## src/rtl/dpcw_pkg.sv

```systemverilog
`timescale 1ns / 1ps
// ----------------------------------------------------------------------------
// dpcw_pkg
// shared widths, event codes, register indexes and the control/status
// structs between the controller and the datapath
// ----------------------------------------------------------------------------
package dpcw_pkg;

   localparam int KIND_W    = 3;
   localparam int TIME_W    = 48;
   localparam int WIDX_W    = 4;
   localparam int WORD_W    = 32;
   localparam int CFG_W     = 24;
   localparam int CSR_IDX_W = 2;

   localparam int RING_WORDS_DEF = 16;

   // event codes
   localparam logic [KIND_W-1:0] KIND_EDGE    = 3'd0;
   localparam logic [KIND_W-1:0] KIND_FLUSH   = 3'd1;
   localparam logic [KIND_W-1:0] KIND_RESET   = 3'd2;
   localparam logic [KIND_W-1:0] KIND_LOAD    = 3'd3;
   localparam logic [KIND_W-1:0] KIND_RECOVER = 3'd4;

   // register indexes
   localparam logic [CSR_IDX_W-1:0] CSR_DEBOUNCE   = 2'd0;
   localparam logic [CSR_IDX_W-1:0] CSR_MIN_PULSE  = 2'd1;
   localparam logic [CSR_IDX_W-1:0] CSR_INIT_LEVEL = 2'd2;

   localparam logic [CFG_W-1:0]  DEBOUNCE_RESET  = 24'd15000;
   localparam logic [CFG_W-1:0]  MIN_PULSE_RESET = 24'd100000;
   localparam logic              INIT_LEVEL_RESET = 1'b1;
   localparam logic [WORD_W-1:0] BLANK_WORD       = 32'hFFFF_FFFF;

   // controller to datapath
   typedef struct packed {
      logic latch;      // capture the accepted word
      logic scan_init;  // clear recover scan state
      logic rd_en;      // read ring at the sweep address
      logic scan;       // process returned ring data
      logic clear_wr;   // write zero at the sweep address
      logic finish;     // commit the event and load the result
   } dpcw_cmd_type;

   // datapath to controller
   typedef struct packed {
      logic [KIND_W-1:0] kind;
      logic              out_free;
   } dpcw_sts_type;

endpackage

```

## src/rtl/dpcw_if.sv

```systemverilog
`timescale 1ns / 1ps
// ----------------------------------------------------------------------------
// dpcw channel interfaces
// request (event word) and response (result word) valid/ready channels
// ----------------------------------------------------------------------------
interface dpcw_req_if import dpcw_pkg::*; ();
   logic              valid;
   logic              ready;
   logic [KIND_W-1:0] kind;
   logic [TIME_W-1:0] time_us;
   logic [WIDX_W-1:0] word_index;
   logic [WORD_W-1:0] word_value;

   modport source (output valid, kind, time_us, word_index, word_value, input ready);
   modport sink   (input valid, kind, time_us, word_index, word_value, output ready);
endinterface

interface dpcw_rsp_if import dpcw_pkg::*; ();
   logic              valid;
   logic              ready;
   logic [WORD_W-1:0] pulse_total;
   logic              store_valid;
   logic [WIDX_W-1:0] store_slot;
   logic [WORD_W-1:0] store_value;
   logic              blanks_found;

   modport source (output valid, pulse_total, store_valid, store_slot, store_value,
                   blanks_found, input ready);
   modport sink   (input valid, pulse_total, store_valid, store_slot, store_value,
                   blanks_found, output ready);
endinterface

```

## src/rtl/dpcw_ctrl.sv

```systemverilog
`timescale 1ns / 1ps
// ----------------------------------------------------------------------------
// dpcw_ctrl
// event sequencer: dispatch, ring clear sweep, recover scan, result hand-off
// ----------------------------------------------------------------------------
module dpcw_ctrl
   import dpcw_pkg::*;
#(
   parameter int RING_WORDS = RING_WORDS_DEF
) (
   input  logic                          clock,
   input  logic                          reset,
   input  logic                          req_valid,
   output logic                          req_ready,
   input  dpcw_sts_type                  sts,
   output dpcw_cmd_type                  cmd,
   output logic [$clog2(RING_WORDS)-1:0] sweep_addr
);

   localparam int SLOT_W = $clog2(RING_WORDS);
   localparam logic [SLOT_W-1:0] LAST_SLOT = SLOT_W'(RING_WORDS - 1);

   localparam logic [2:0] S_IDLE      = 3'd0;
   localparam logic [2:0] S_EXEC      = 3'd1;
   localparam logic [2:0] S_CLEAR     = 3'd2;
   localparam logic [2:0] S_SCAN      = 3'd3;
   localparam logic [2:0] S_SCAN_LAST = 3'd4;
   localparam logic [2:0] S_FINISH    = 3'd5;

   logic [2:0]        state_ff, state_in;
   logic [SLOT_W-1:0] cnt_ff, cnt_in;

   always_comb begin
      state_in  = state_ff;
      cnt_in    = cnt_ff;
      cmd       = '0;
      req_ready = 1'b0;
      case (state_ff)
         S_IDLE: begin
            req_ready = 1'b1;
            if (req_valid) begin
               cmd.latch = 1'b1;
               state_in  = S_EXEC;
            end
         end
         S_EXEC: begin
            cnt_in = '0;
            case (sts.kind)
               KIND_RESET: state_in = S_CLEAR;
               KIND_RECOVER: begin
                  cmd.scan_init = 1'b1;
                  state_in      = S_SCAN;
               end
               default: state_in = S_FINISH;
            endcase
         end
         S_CLEAR: begin
            cmd.clear_wr = 1'b1;
            if (cnt_ff == LAST_SLOT) begin
               state_in = S_FINISH;
            end else begin
               cnt_in = cnt_ff + SLOT_W'(1);
            end
         end
         S_SCAN: begin
            cmd.rd_en = 1'b1;
            cmd.scan  = 1'b1;
            if (cnt_ff == LAST_SLOT) begin
               state_in = S_SCAN_LAST;
            end else begin
               cnt_in = cnt_ff + SLOT_W'(1);
            end
         end
         S_SCAN_LAST: begin
            cmd.scan = 1'b1;
            state_in = S_FINISH;
         end
         S_FINISH: begin
            if (sts.out_free) begin
               cmd.finish = 1'b1;
               state_in   = S_IDLE;
            end
         end
         default: state_in = S_IDLE;
      endcase
   end

   assign sweep_addr = cnt_ff;

   always_ff @(posedge clock) begin
      if (reset) begin
         state_ff <= S_IDLE;
         cnt_ff   <= '0;
      end else begin
         state_ff <= state_in;
         cnt_ff   <= cnt_in;
      end
   end

endmodule

```

## src/rtl/dpcw_dp.sv

```systemverilog
`timescale 1ns / 1ps
// ----------------------------------------------------------------------------
// dpcw_dp
// datapath: config registers, debounce and pulse count, ring memory with
// blank flags, recover scan and the result register
// ----------------------------------------------------------------------------
module dpcw_dp
   import dpcw_pkg::*;
#(
   parameter int RING_WORDS = RING_WORDS_DEF
) (
   input  logic                          clock,
   input  logic                          reset,
   // config
   input  logic                          csr_we,
   input  logic [CSR_IDX_W-1:0]          csr_index,
   input  logic [CFG_W-1:0]              csr_wdata,
   // request payload
   input  logic [KIND_W-1:0]             req_kind,
   input  logic [TIME_W-1:0]             req_time_us,
   input  logic [WIDX_W-1:0]             req_word_index,
   input  logic [WORD_W-1:0]             req_word_value,
   // control
   input  dpcw_cmd_type                  cmd,
   input  logic [$clog2(RING_WORDS)-1:0] sweep_addr,
   output dpcw_sts_type                  sts,
   // response
   input  logic                          rsp_ready,
   output logic                          rsp_valid,
   output logic [WORD_W-1:0]             rsp_pulse_total,
   output logic                          rsp_store_valid,
   output logic [WIDX_W-1:0]             rsp_store_slot,
   output logic [WORD_W-1:0]             rsp_store_value,
   output logic                          rsp_blanks_found
);

   localparam int SLOT_W = $clog2(RING_WORDS);
   localparam logic [SLOT_W-1:0] LAST_SLOT = SLOT_W'(RING_WORDS - 1);

   // captured word
   logic [KIND_W-1:0] kind_ff;
   logic [TIME_W-1:0] time_ff;
   logic [WIDX_W-1:0] widx_ff;
   logic [WORD_W-1:0] wval_ff;

   // config
   logic [CFG_W-1:0] debounce_ff, debounce_in;
   logic [CFG_W-1:0] min_pulse_ff, min_pulse_in;
   logic             init_level_ff, init_level_in;

   // counter state
   logic [WORD_W-1:0] count_ff, count_in;
   logic [WORD_W-1:0] stored_ff, stored_in;
   logic [SLOT_W-1:0] next_slot_ff, next_slot_in;
   logic              level_ff, level_in;
   logic [TIME_W-1:0] last_time_ff, last_time_in;
   logic              seen_ff, seen_in;

   // ring memory, blank until first write
   logic [WORD_W-1:0]     ring_mem [RING_WORDS];
   logic [RING_WORDS-1:0] vld_ff;
   logic [WORD_W-1:0]     rd_data_ff;
   logic                  rd_vld_ff;
   logic                  rd_tag_ff;
   logic [SLOT_W-1:0]     rd_slot_ff;
   logic                  mem_we;
   logic [SLOT_W-1:0]     mem_waddr;
   logic [WORD_W-1:0]     mem_wdata;

   // recover scan
   logic [WORD_W-1:0] prev_ff, prev_in;
   logic [WORD_W-1:0] first_ff, first_in;
   logic              found_ff, found_in;
   logic              blanks_ff, blanks_in;
   logic [SLOT_W-1:0] cand_slot_ff, cand_slot_in;
   logic [WORD_W-1:0] cand_count_ff, cand_count_in;

   // result
   logic              rsp_valid_ff, rsp_valid_in;
   logic [WORD_W-1:0] pulse_ff, pulse_in;
   logic              st_valid_ff, st_valid_in;
   logic [WIDX_W-1:0] st_slot_ff, st_slot_in;
   logic [WORD_W-1:0] st_value_ff, st_value_in;
   logic              blk_out_ff, blk_out_in;

   logic [TIME_W-1:0] delta;
   logic              edge_pass, edge_long;
   logic [WORD_W-1:0] rd_word, rd_conv;
   logic              rd_blank, scan_step, hit_mid, hit_wrap;
   logic              flush_hit, idx_ok;

   assign delta     = time_ff - last_time_ff;
   assign edge_pass = delta >= {{(TIME_W-CFG_W){1'b0}}, debounce_ff};
   assign edge_long = delta >= {{(TIME_W-CFG_W){1'b0}}, min_pulse_ff};

   assign rd_word   = rd_vld_ff ? rd_data_ff : BLANK_WORD;
   assign rd_blank  = rd_word == BLANK_WORD;
   assign rd_conv   = rd_blank ? '0 : rd_word;
   assign scan_step = cmd.scan && rd_tag_ff;
   assign hit_mid   = (rd_slot_ff != '0) && !found_ff && (rd_conv <= prev_ff);
   assign hit_wrap  = (rd_slot_ff == LAST_SLOT) && !found_ff && !hit_mid
                      && (first_ff <= rd_conv);

   assign flush_hit = count_ff != stored_ff;
   assign idx_ok    = {3'b000, widx_ff} < 7'(RING_WORDS);

   // ring write port
   always_comb begin
      mem_we    = 1'b0;
      mem_waddr = sweep_addr;
      mem_wdata = '0;
      if (cmd.clear_wr) begin
         mem_we = 1'b1;
      end else if (scan_step && rd_blank) begin
         mem_we    = 1'b1;
         mem_waddr = rd_slot_ff;
      end else if (cmd.finish && kind_ff == KIND_FLUSH && flush_hit) begin
         mem_we    = 1'b1;
         mem_waddr = next_slot_ff;
         mem_wdata = count_ff;
      end else if (cmd.finish && kind_ff == KIND_LOAD && idx_ok) begin
         mem_we    = 1'b1;
         mem_waddr = SLOT_W'(widx_ff);
         mem_wdata = wval_ff;
      end
   end

   always_ff @(posedge clock) begin
      if (mem_we) begin
         ring_mem[mem_waddr] <= mem_wdata;
      end
      if (cmd.rd_en) begin
         rd_data_ff <= ring_mem[sweep_addr];
         rd_vld_ff  <= vld_ff[sweep_addr];
         rd_slot_ff <= sweep_addr;
      end
   end

   // scan state
   always_comb begin
      prev_in       = prev_ff;
      first_in      = first_ff;
      found_in      = found_ff;
      blanks_in     = blanks_ff;
      cand_slot_in  = cand_slot_ff;
      cand_count_in = cand_count_ff;
      if (cmd.scan_init) begin
         found_in  = 1'b0;
         blanks_in = 1'b0;
      end else if (scan_step) begin
         prev_in = rd_conv;
         if (rd_blank) begin
            blanks_in = 1'b1;
         end
         if (rd_slot_ff == '0) begin
            first_in = rd_conv;
         end
         if (hit_mid) begin
            found_in      = 1'b1;
            cand_slot_in  = rd_slot_ff;
            cand_count_in = prev_ff;
         end else if (hit_wrap) begin
            found_in      = 1'b1;
            cand_slot_in  = '0;
            cand_count_in = rd_conv;
         end
      end
   end

   // config and event commit
   always_comb begin
      debounce_in   = debounce_ff;
      min_pulse_in  = min_pulse_ff;
      init_level_in = init_level_ff;
      count_in      = count_ff;
      stored_in     = stored_ff;
      next_slot_in  = next_slot_ff;
      level_in      = level_ff;
      last_time_in  = last_time_ff;
      seen_in       = seen_ff;
      st_valid_in   = 1'b0;
      st_slot_in    = '0;
      st_value_in   = '0;
      blk_out_in    = 1'b0;

      if (csr_we) begin
         case (csr_index)
            CSR_DEBOUNCE:  debounce_in  = csr_wdata;
            CSR_MIN_PULSE: min_pulse_in = csr_wdata;
            CSR_INIT_LEVEL: begin
               init_level_in = csr_wdata[0];
               if (!seen_ff) begin
                  level_in = csr_wdata[0];
               end
            end
            default: ;
         endcase
      end

      if (cmd.finish) begin
         case (kind_ff)
            KIND_EDGE: begin
               if (!seen_ff) begin
                  seen_in      = 1'b1;
                  level_in     = !level_ff;
                  last_time_in = time_ff;
               end else if (edge_pass) begin
                  level_in     = !level_ff;
                  last_time_in = time_ff;
                  if (!level_ff && edge_long) begin
                     count_in = count_ff + 32'd1;
                  end
               end
            end
            KIND_FLUSH: begin
               if (flush_hit) begin
                  stored_in    = count_ff;
                  next_slot_in = (next_slot_ff == LAST_SLOT) ? '0
                                                             : next_slot_ff + SLOT_W'(1);
                  st_valid_in  = 1'b1;
                  st_slot_in   = WIDX_W'(next_slot_ff);
                  st_value_in  = count_ff;
               end
            end
            KIND_RESET: begin
               count_in     = '0;
               stored_in    = '0;
               next_slot_in = '0;
            end
            KIND_RECOVER: begin
               blk_out_in = blanks_ff;
               if (found_ff) begin
                  count_in     = cand_count_ff;
                  stored_in    = cand_count_ff;
                  next_slot_in = cand_slot_ff;
               end
            end
            default: ;
         endcase
      end
      pulse_in = count_in;
   end

   assign rsp_valid_in = cmd.finish ? 1'b1 : (rsp_ready ? 1'b0 : rsp_valid_ff);

   always_ff @(posedge clock) begin
      if (reset) begin
         debounce_ff   <= DEBOUNCE_RESET;
         min_pulse_ff  <= MIN_PULSE_RESET;
         init_level_ff <= INIT_LEVEL_RESET;
         count_ff      <= '0;
         stored_ff     <= '0;
         next_slot_ff  <= '0;
         level_ff      <= INIT_LEVEL_RESET;
         last_time_ff  <= '0;
         seen_ff       <= 1'b0;
         vld_ff        <= '0;
         rd_tag_ff     <= 1'b0;
         found_ff      <= 1'b0;
         blanks_ff     <= 1'b0;
         rsp_valid_ff  <= 1'b0;
      end else begin
         debounce_ff   <= debounce_in;
         min_pulse_ff  <= min_pulse_in;
         init_level_ff <= init_level_in;
         count_ff      <= count_in;
         stored_ff     <= stored_in;
         next_slot_ff  <= next_slot_in;
         level_ff      <= level_in;
         last_time_ff  <= last_time_in;
         seen_ff       <= seen_in;
         if (mem_we) begin
            vld_ff[mem_waddr] <= 1'b1;
         end
         rd_tag_ff     <= cmd.rd_en;
         found_ff      <= found_in;
         blanks_ff     <= blanks_in;
         rsp_valid_ff  <= rsp_valid_in;
      end
   end

   // payload registers
   always_ff @(posedge clock) begin
      if (cmd.latch) begin
         kind_ff <= req_kind;
         time_ff <= req_time_us;
         widx_ff <= req_word_index;
         wval_ff <= req_word_value;
      end
      prev_ff       <= prev_in;
      first_ff      <= first_in;
      cand_slot_ff  <= cand_slot_in;
      cand_count_ff <= cand_count_in;
      if (cmd.finish) begin
         pulse_ff    <= pulse_in;
         st_valid_ff <= st_valid_in;
         st_slot_ff  <= st_slot_in;
         st_value_ff <= st_value_in;
         blk_out_ff  <= blk_out_in;
      end
   end

   assign sts.kind     = kind_ff;
   assign sts.out_free = !rsp_valid_ff || rsp_ready;

   assign rsp_valid        = rsp_valid_ff;
   assign rsp_pulse_total  = pulse_ff;
   assign rsp_store_valid  = st_valid_ff;
   assign rsp_store_slot   = st_slot_ff;
   assign rsp_store_value  = st_value_ff;
   assign rsp_blanks_found = blk_out_ff;

endmodule

```

## src/rtl/debounced_pulse_counter_wear_ring.sv

```systemverilog
`timescale 1ns / 1ps
// sequence: edge, flush, load and unknown words go from accept through exec to finish;
//   reset-count first clears the ring (one ring word cleared per cycle) and recover first
//   scans it (one ring word read per cycle through the single read port), then finish
// flow: one word at a time, next word accepted in idle, entered as the result is
//   registered; the result register lets a new word in while the old one waits
// reset: synchronous, active high; config returns to its reset values, all ring words
//   read as blank (all ones) through per-word flags, no clearing pass
// ----------------------------------------------------------------------------
// debounced_pulse_counter_wear_ring
// debounced switch pulse counter with a wear-levelled ring of stored counts
// ----------------------------------------------------------------------------
module debounced_pulse_counter_wear_ring
   import dpcw_pkg::*;
#(
   parameter int RING_WORDS = RING_WORDS_DEF   // ring depth, 2 to 16
) (
   input  logic                 clock,
   input  logic                 reset,
   dpcw_req_if.sink             req_if,
   dpcw_rsp_if.source           rsp_if,
   input  logic                 csr_we,
   input  logic [CSR_IDX_W-1:0] csr_index,
   input  logic [CFG_W-1:0]     csr_wdata
);

   localparam int SLOT_W = $clog2(RING_WORDS);

   // command and status between sequencer and datapath
   dpcw_cmd_type      cmd;
   dpcw_sts_type      sts;
   logic [SLOT_W-1:0] sweep_addr;

   // sequencer: takes a word in idle, dispatches on its kind, runs the
   // ring sweeps and hands the result off once the output register frees
   dpcw_ctrl #(
      .RING_WORDS (RING_WORDS)
   ) u_ctrl (
      .clock      (clock),
      .reset      (reset),
      .req_valid  (req_if.valid),
      .req_ready  (req_if.ready),
      .sts        (sts),
      .cmd        (cmd),
      .sweep_addr (sweep_addr)
   );

   // datapath: holds every piece of architectural state and the result word
   dpcw_dp #(
      .RING_WORDS (RING_WORDS)
   ) u_dp (
      .clock            (clock),
      .reset            (reset),
      .csr_we           (csr_we),
      .csr_index        (csr_index),
      .csr_wdata        (csr_wdata),
      .req_kind         (req_if.kind),
      .req_time_us      (req_if.time_us),
      .req_word_index   (req_if.word_index),
      .req_word_value   (req_if.word_value),
      .cmd              (cmd),
      .sweep_addr       (sweep_addr),
      .sts              (sts),
      .rsp_ready        (rsp_if.ready),
      .rsp_valid        (rsp_if.valid),
      .rsp_pulse_total  (rsp_if.pulse_total),
      .rsp_store_valid  (rsp_if.store_valid),
      .rsp_store_slot   (rsp_if.store_slot),
      .rsp_store_value  (rsp_if.store_value),
      .rsp_blanks_found (rsp_if.blanks_found)
   );

   // result is only committed when the output register can take it
   a_finish_free : assert property (@(posedge clock) disable iff (reset)
      cmd.finish |-> sts.out_free)
      else $error("result committed while output register busy");

   // one word in flight: no accept right after an accept
   a_accept_busy : assert property (@(posedge clock) disable iff (reset)
      (req_if.valid && req_if.ready) |=> !req_if.ready)
      else $error("second word accepted while busy");

   // a committed event always shows up on the response channel
   a_finish_rsp : assert property (@(posedge clock) disable iff (reset)
      cmd.finish |=> rsp_if.valid)
      else $error("committed result not presented");

   // clear sweep and recover scan share the sweep address
   a_sweep_excl : assert property (@(posedge clock) disable iff (reset)
      !(cmd.clear_wr && cmd.scan))
      else $error("clear sweep and recover scan overlap");

endmodule
```

## src/flat_wrapper.sv

```systemverilog
// flat-port wrapper written by rule: the top's interface ports become plain ports
module debounced_pulse_counter_wear_ring_flat import dpcw_pkg::*;
#(
   parameter int RING_WORDS = RING_WORDS_DEF                         
)
  (clock, reset, csr_we, csr_index, csr_wdata, req_if_valid, req_if_kind, req_if_time_us, req_if_word_index, req_if_word_value, req_if_ready, rsp_if_valid, rsp_if_pulse_total, rsp_if_store_valid, rsp_if_store_slot, rsp_if_store_value, rsp_if_blanks_found, rsp_if_ready);
  dpcw_req_if req_if_i ();
  dpcw_rsp_if rsp_if_i ();
  input  logic clock;
  input  logic reset;
  input  logic csr_we;
  input  logic [CSR_IDX_W-1:0] csr_index;
  input  logic [CFG_W-1:0] csr_wdata;
  input wire logic [$bits(req_if_i.valid)-1:0] req_if_valid;
  input wire logic [$bits(req_if_i.kind)-1:0] req_if_kind;
  input wire logic [$bits(req_if_i.time_us)-1:0] req_if_time_us;
  input wire logic [$bits(req_if_i.word_index)-1:0] req_if_word_index;
  input wire logic [$bits(req_if_i.word_value)-1:0] req_if_word_value;
  output wire logic [$bits(req_if_i.ready)-1:0] req_if_ready;
  output wire logic [$bits(rsp_if_i.valid)-1:0] rsp_if_valid;
  output wire logic [$bits(rsp_if_i.pulse_total)-1:0] rsp_if_pulse_total;
  output wire logic [$bits(rsp_if_i.store_valid)-1:0] rsp_if_store_valid;
  output wire logic [$bits(rsp_if_i.store_slot)-1:0] rsp_if_store_slot;
  output wire logic [$bits(rsp_if_i.store_value)-1:0] rsp_if_store_value;
  output wire logic [$bits(rsp_if_i.blanks_found)-1:0] rsp_if_blanks_found;
  input wire logic [$bits(rsp_if_i.ready)-1:0] rsp_if_ready;
  assign req_if_i.valid = req_if_valid;
  assign req_if_i.kind = req_if_kind;
  assign req_if_i.time_us = req_if_time_us;
  assign req_if_i.word_index = req_if_word_index;
  assign req_if_i.word_value = req_if_word_value;
  assign req_if_ready = req_if_i.ready;
  assign rsp_if_valid = rsp_if_i.valid;
  assign rsp_if_pulse_total = rsp_if_i.pulse_total;
  assign rsp_if_store_valid = rsp_if_i.store_valid;
  assign rsp_if_store_slot = rsp_if_i.store_slot;
  assign rsp_if_store_value = rsp_if_i.store_value;
  assign rsp_if_blanks_found = rsp_if_i.blanks_found;
  assign rsp_if_i.ready = rsp_if_ready;
  debounced_pulse_counter_wear_ring #(.RING_WORDS(RING_WORDS)) u_core (.clock(clock), .reset(reset), .req_if(req_if_i), .rsp_if(rsp_if_i), .csr_we(csr_we), .csr_index(csr_index), .csr_wdata(csr_wdata));
endmodule
```

## config.mk

```make
export PLATFORM = sky130hd
export DESIGN_NAME = debounced_pulse_counter_wear_ring_flat
export DESIGN_NICKNAME = d
export VERILOG_FILES = /design/src/rtl/dpcw_pkg.sv /design/src/rtl/dpcw_if.sv /design/src/rtl/dpcw_ctrl.sv /design/src/rtl/dpcw_dp.sv /design/src/rtl/debounced_pulse_counter_wear_ring.sv /design/src/flat_wrapper.sv
export SDC_FILE = /design/constraint.sdc
export NUM_CORES = 2
export LEC_CHECK = 0
export BUFFER_PORTS_ARGS = -buffer_cell sky130_fd_sc_hd__buf_2
export CORE_MARGIN = 1
export CORE_UTILIZATION = 51
export CTS_BUF_LIST = sky130_fd_sc_hd__clkbuf_8
export DETAILED_ROUTE_END_ITERATION = 16
export GPL_TIMING_DRIVEN = 0
export PLACE_DENSITY = 0.68
export SETUP_SLACK_MARGIN = 0.4
export SYNTH_ARGS = -nofsm -noshare
export SYNTH_HDL_FRONTEND = slang
export SYNTH_HIERARCHICAL = 1
export SYNTH_SLANG_ARGS = --single-unit
```

## constraint.sdc

```tcl
create_clock -name clock -period 26.9 [get_ports clock]
set_input_delay 5.38 -clock clock [delete_from_list [all_inputs] [get_ports clock]]
set_output_delay 5.38 -clock clock [all_outputs]
set_load 0.01 [all_outputs]
```

## Yosys cells after proc, flatten, opt, wreduce, memory -nomap -nowiden

Memories as Yosys holds them, arrays and structs flattened. A register that Yosys moved wholly into a read port is not among the register bits.
Index checks and enable logic that the tools add are counted.

- Register bits after elaboration: 455
- Bits in writable memories: 512
- Input port bits: 118
- Output and inout bits: 72
- Word-level logic and storage cells: 179
- Memories: 1

Memories:

| memory | words | width | read ports | clocked after memory_dff | wr ports | line | source |
|---|---|---|---|---|---|---|---|
| u_core.u_dp.ring_mem | 16 | 32 | 1 | 1 | 1 | dpcw_dp.sv:60 | `logic [WORD_W-1:0] ring_mem [RING_WORDS];` |

- Add/subtract/negate cells: 4
- $lt $le $gt $ge: 7
- Equal/unequal tests: 24
- Mux-type cells: 69
- Bitwise logic cells: 2
- Reductions and logical operators: 42

Operators by type and width:

| operator | number |
|---|---|
| $mux W32 | 15 |
| $pmux W32 S3 | 2 |
| $ge A48 B24 Y1 | 2 |
| $mux W48 | 2 |
| $le A32 B32 Y1 | 2 |
| $sub A48 B48 Y48 | 1 |
| $mux W4 | 10 |
| $add A32 B1 Y32 const B | 1 |
| $eq A32 B32 Y1 const B | 1 |
| $ne A32 B32 Y1 | 1 |
| $mux W1 | 30 |
| $pmux W3 S6 | 1 |
| $or A16 B16 Y16 | 1 |
| $reduce_and A2 Y1 | 8 |
| $eq A3 B2 Y1 const B | 4 |
| $eq A4 B4 Y1 const B | 3 |
| $logic_and A1 B1 Y1 | 12 |
| $mux W3 | 4 |
| $ne A2 B2 Y1 const B | 6 |
| $pmux W4 S3 | 1 |
| $lt A4 B5 Y1 const B | 2 |
| $eq A3 B3 Y1 const B | 3 |
| $reduce_and A3 Y1 | 3 |
| $add A4 B1 Y4 const B | 2 |
| 20 further kinds | 31 |

## Logic depth before layout (Yosys ltp)

- Depth after elaboration: 14
- Mapped depth: 24
- Mapped depth without buffers: 23

## Modules after synthesis

The synthesis kept the hierarchy.

Modules (own cells, without submodules):

| module | instances | cells each | area an instance (µm²) | seq. area each (µm²) |
|---|---|---|---|---|
| dpcw_dp | 1 | 3330 | 44815.5 | 27926.8 |
| dpcw_ctrl | 1 | 59 | 470.5 | 140.1 |

## Worst setup path before layout

OpenSTA, ideal clock, no wires.

- Path type: input to register
- Start: input rsp_if_ready
- End: memory u_core.u_dp.ring_mem[0][0], enable pin
- Setup time: 423 ps
- Arrival time: 11702 ps
- Required time: 26477 ps
- Slack: 14775 ps
- Stages: 12
- Buffers on the path: 1
- Path through: nand2b_1 > inv_1 > nor2_1 > nand2_1 > nor3_1 > clkbuf_1 > mux2i_1 > o21ai_0 > mux2i_1 > o21ai_0 > or2_2 > nor2_1

RTL lines:

| what | line | source |
|---|---|---|
| start: declaration | flat_wrapper.sv:26 | `input wire logic [$bits(rsp_if_i.ready)-1:0] rsp_if_ready;` |
| end: declaration | dpcw_dp.sv:60 |  |

==> impl_summary.txt <==
----------------------------------------------------
[Run status]
  Run status ... complete, no violations

[Timing]
  Max frequency ... 107 MHz
  Count of final max-slew check failures ... 0
  Setup repair after global routing missed its margin ... false
  Crit share post-route ... 0.346
  Worst slew margin relative to its limit ... 0.162
  Final-report setup violation count ... 0
  Number of hold violations in the final report ... 0
  Final critical path time including I/O delays and setup ... 9310 ps
  Worst-Margin Slew ... 1250 ps
  Final TNS setup ... 0 ps
  Fin Clk Skew ... 45.4 ps

[Detailed routing]
  Number of design rule violations left after detail routing ... 0
  Via count ... 30200
  Violation count after the first detailed-routing iteration ... 2921
  Drt total wl ... 123000 um
  Drt wl/cell ... 24.4 um
  Antenna viol nets, final ... 0
  Vias per cell ... 5.98
  Number of search-and-repair iterations in the first detailed-routing pass ... 6

[Global routing]
  Pin count of the biggest net entering global routing ... 55
  Wire length of the first global-routing pass ... 182000 um
  Number of global-route vias before repair ... 29600
  Number of antenna violations at the first check in global routing ... 3
  Most Crowded Layer GR ... met2
  GR met1 Demand/Resource ... 0.368
  GR Layer Usage met2 ... 0.439
  Global-route track usage on met3 ... 0.0535
  Global route total overflow ... 0
  Combined global-route utilization of all metal layers ... 0.273

[Synthesis]
  Commonest register cell after synthesis ... edfxtp_1
  Average size of a mapped cell ... 13.4 sq um
  Combined area of all synthesized cells ... 0.0453 sq mm
  Number of enable-type register cells in the synthesized netlist ... 806
  Register area share after synthesis ... 0.620
  Register bit total from synthesis ... 999
  Distinct cell type count of the synthesized netlist ... 92
  Nets in the synthesized netlist ... 3670
  Synth warnings ... 6
  Fraction of registers with async set/reset ... 0
  Count of mapped cells out of synthesis ... 3389

[Placement]
  IO Port Bufs ... 188
  Placed instance count ... 4752
  Final weighted congestion in routability-driven placement ... 0.939
  HPWL after detailed placement ... 88700 um

[Finish]
  Nets ... 4042
  Final non-filler cell total ... 5042
  Fraction of layout instances using a drive strength above 1 ... 0.171
  Relative area change from synthesis to final layout ... 13.3%

[Die]
  Number of top-level pins ... 190
  Cell row count ... 108
  Starting density of the core ... 0.519
  Core area ... 0.0873 sq mm
  Chip width ... 300 um
  Die H ... 300 um
  Die area ... 0.0900 sq mm

[Worst hold path]
  Min-delay worst type ... flip-flop to flip-flop

[Worst setup path]
  Worst-path fanout max ... 36
  Data required time of the critical path ... 27420 ps
  Critical Path Source Type ... primary input
  Crit path capture type ... flip-flop
  Critical path type ... primary input to flip-flop
  Data arrival at the endpoint of the critical path ... 9830 ps

[Power]
  Worst supply voltage drop on vdd ... 0.0491 mV
  Static leakage ... 18.7 nW
  PwrDens ... 62.3 mW/mm^2

[CTS]
  CTS H-tree lvls ... 4
  Clock transition at path regs ... 50 ps
  Sinks on the clock net ... 999
  Skew-Pair Late Insertion Delay ... 830 ps
  Post-CTS setup buffer count ... 0
  TritonCTS clock tree ... done
  Post-CTS Resized ... 0
  Maximum buffer depth of the clock tree ... 3
  Number of clock buffers inserted by TritonCTS ... 162
  Cell chosen for the clock root ... clkbuf_8
  Post-cts hold buffer count ... 0

[Flow run]
  Max-Cap Viols ... 0

----------------------------------------------------
==> Yosys cell counts (13+ instances only) <==
| library cell | number | area, sq um |
|---|---|---|
| nand2_1 | 277 | 1040 |
| o211ai_1 | 29 | 218 |
| xor2_1 | 19 | 166 |
| edfxtp_1 | 806 | 24200 |
| nand2b_1 | 35 | 219 |
| mux2i_1 | 70 | 701 |
| nor2_1 | 244 | 916 |
| buf_2 | 16 | 80.1 |
| nor4_1 | 17 | 106 |
| and3_1 | 51 | 319 |
| a21oi_1 | 137 | 686 |
| buf_1 | 18 | 67.6 |
| and2_1 | 58 | 363 |
| ha_1 | 162 | 2030 |
| o21a_1 | 40 | 300 |
| nor2b_1 | 15 | 93.8 |
| mux4_2 | 165 | 3720 |
| dfxtp_1 | 193 | 3860 |
| clkbuf_1 | 144 | 541 |
| a211oi_1 | 29 | 218 |
| inv_1 | 184 | 691 |
| xnor2_1 | 51 | 447 |
| a31oi_1 | 21 | 131 |
| a21o_1 | 40 | 300 |
| a22oi_1 | 50 | 375 |
| nand3_1 | 45 | 225 |
| o311ai_0 | 13 | 114 |
| a221oi_1 | 28 | 245 |
| o21ai_0 | 117 | 586 |
| nor3_1 | 62 | 310 |
| nand4_1 | 60 | 375 |
==> path summary, 6_finish.rpt <==
| check | to | cells after the start | startpoint | slack [ps] |
|---|---|---|---|---|
| worst max-delay path | u_core/u_dp/ring_mem[12][6]$_DFFE_PP_ | 15 | rsp_if_ready | 17590 |
| worst min-delay path | u_core/u_dp/debounce_ff[21]$_SDFFE_PP0P_ | 2 | u_core/u_dp/debounce_ff[21]$_SDFFE_PP0P_ | 460 |
| worst max register to register | u_core/u_dp/rsp_pulse_total[1]$_DFFE_PP_ | 20 | u_core/u_dp/time_ff[1]$_DFFE_PP_ | 19980 |
| worst min register to register | u_core/u_dp/debounce_ff[21]$_SDFFE_PP0P_ | 2 | u_core/u_dp/debounce_ff[21]$_SDFFE_PP0P_ | 460 |
==> cells by family after synthesis <==
logic type	count (synthesis)	share of synthesized area
mux	243	0.0995
flops	999	0.620
buf+inv	369	0.0316
xor+xnor	70	0.0135
compound gates	627	0.0934
simple gates	918	0.0970
fa+ha+maj	163	0.0452
==> per-layer routing <==
layer	routed length, um	share of wire
met1	50500	0.41
met2	58000	0.47
met3	10400	0.085
met4	3930	0.032
met5	0	0
==> final cells by class <==
type / instances / area [sq um]
fill: 6971 / 36000
sequential: 999 / 28100
multi-input combinational: 2021 / 15900
clock buffer: 173 / 2380
tap: 1155 / 1450
timing repair buffer: 208 / 1390
buffer: 185 / 739
inverter: 184 / 691
clock inverter: 115 / 656
antenna: 2 / 5.00
==> stage by stage <==
| stage | instance area [sq um] | util | hold slack (ps) | total power, mW | worst slack (ps) |
|---|---|---|---|---|---|
| after floorplan | 45300 | - | 435 | 1.90 | 14780 |
| after CTS | 51300 | 0.588 | 455 | 3.22 | 17770 |
| after global placement | 47700 | 0.546 | 442 | 1.99 | 10980 |
| final | 51300 | 0.588 | 457 | 3.19 | 17590 |
| after global routing | 51300 | 0.588 | 474 | 3.31 | 17350 |
| after detailed placement | 48300 | 0.553 | 447 | 1.99 | 16910 |
==> placed cells by master (no fill, tap or decap), types with 18 or more instances in the layout <==
master    Yosys  final
mux2i_1      70     70
buf_2        16    204
clkbuf_1    144    144
nor2_4        0     18
nand4_1      60     60
o211ai_1     29     29
a221oi_1     28     28
a211oi_1     29     29
buf_1        18     18
o21a_1       40     40
dfxtp_1     193    193
o21ai_0     117    117
xnor2_1      51     51
nand3_1      45     45
nand2b_1     35     35
nor3_1       62     62
nor2_1      244    226
and2_1       58     54
edfxtp_1    806    806
a22oi_1      50     50
nand2_1     277    277
a31oi_1      21     21
inv_1       184    238
clkbuf_8      0    173
xor2_1       19     19
mux4_2      165    165
a21oi_1     137    137
and3_1       51     51
clkinv_1      0     33
ha_1        162    162
a21o_1       40     40
==> critical path, cell delays in order <==
cell	delay, ps
buf_2	120
nand2b_1	210
inv_1	100
nor2_4	210
buf_12	240
nand2_1	70
nor3_1	350
clkbuf_1	610
mux2i_1	170
o21ai_0	190
mux2i_1	90
o21ai_0	550
nand2_1	420
nor2_4	820
buf_16	250
==> report_power, final <==
group | internal [mW] | total (mW) | switching, mW
Sequential | 1.69 | 1.70 | 0.0163
Combinational | 0.0891 | 0.257 | 0.168
Clock | 0.629 | 1.23 | 0.605
Total | 2.40 | 3.19 | 0.789
==> state kept, by name, indices dropped and copies added (netlist names), 16 cells and up <==
| register | cells |
|---|---|
| u_core/u_dp/last_time_ff | 48 |
| u_core/u_dp/rd_data_ff | 32 |
| u_core/u_dp/rsp_store_value | 32 |
| u_core/u_dp/cand_count_ff | 32 |
| u_core/u_dp/vld_ff | 16 |
| u_core/u_dp/debounce_ff | 24 |
| u_core/u_dp/prev_ff | 32 |
| u_core/u_dp/stored_ff | 32 |
| u_core/u_dp/ring_mem | 512 |
| u_core/u_dp/rsp_pulse_total | 32 |
| u_core/u_dp/min_pulse_ff | 24 |
| u_core/u_dp/first_ff | 32 |
| u_core/u_dp/time_ff | 48 |
| u_core/u_dp/count_ff | 32 |
| u_core/u_dp/wval_ff | 32 |
No activity file was read; power rests on OpenSTA's default activity.
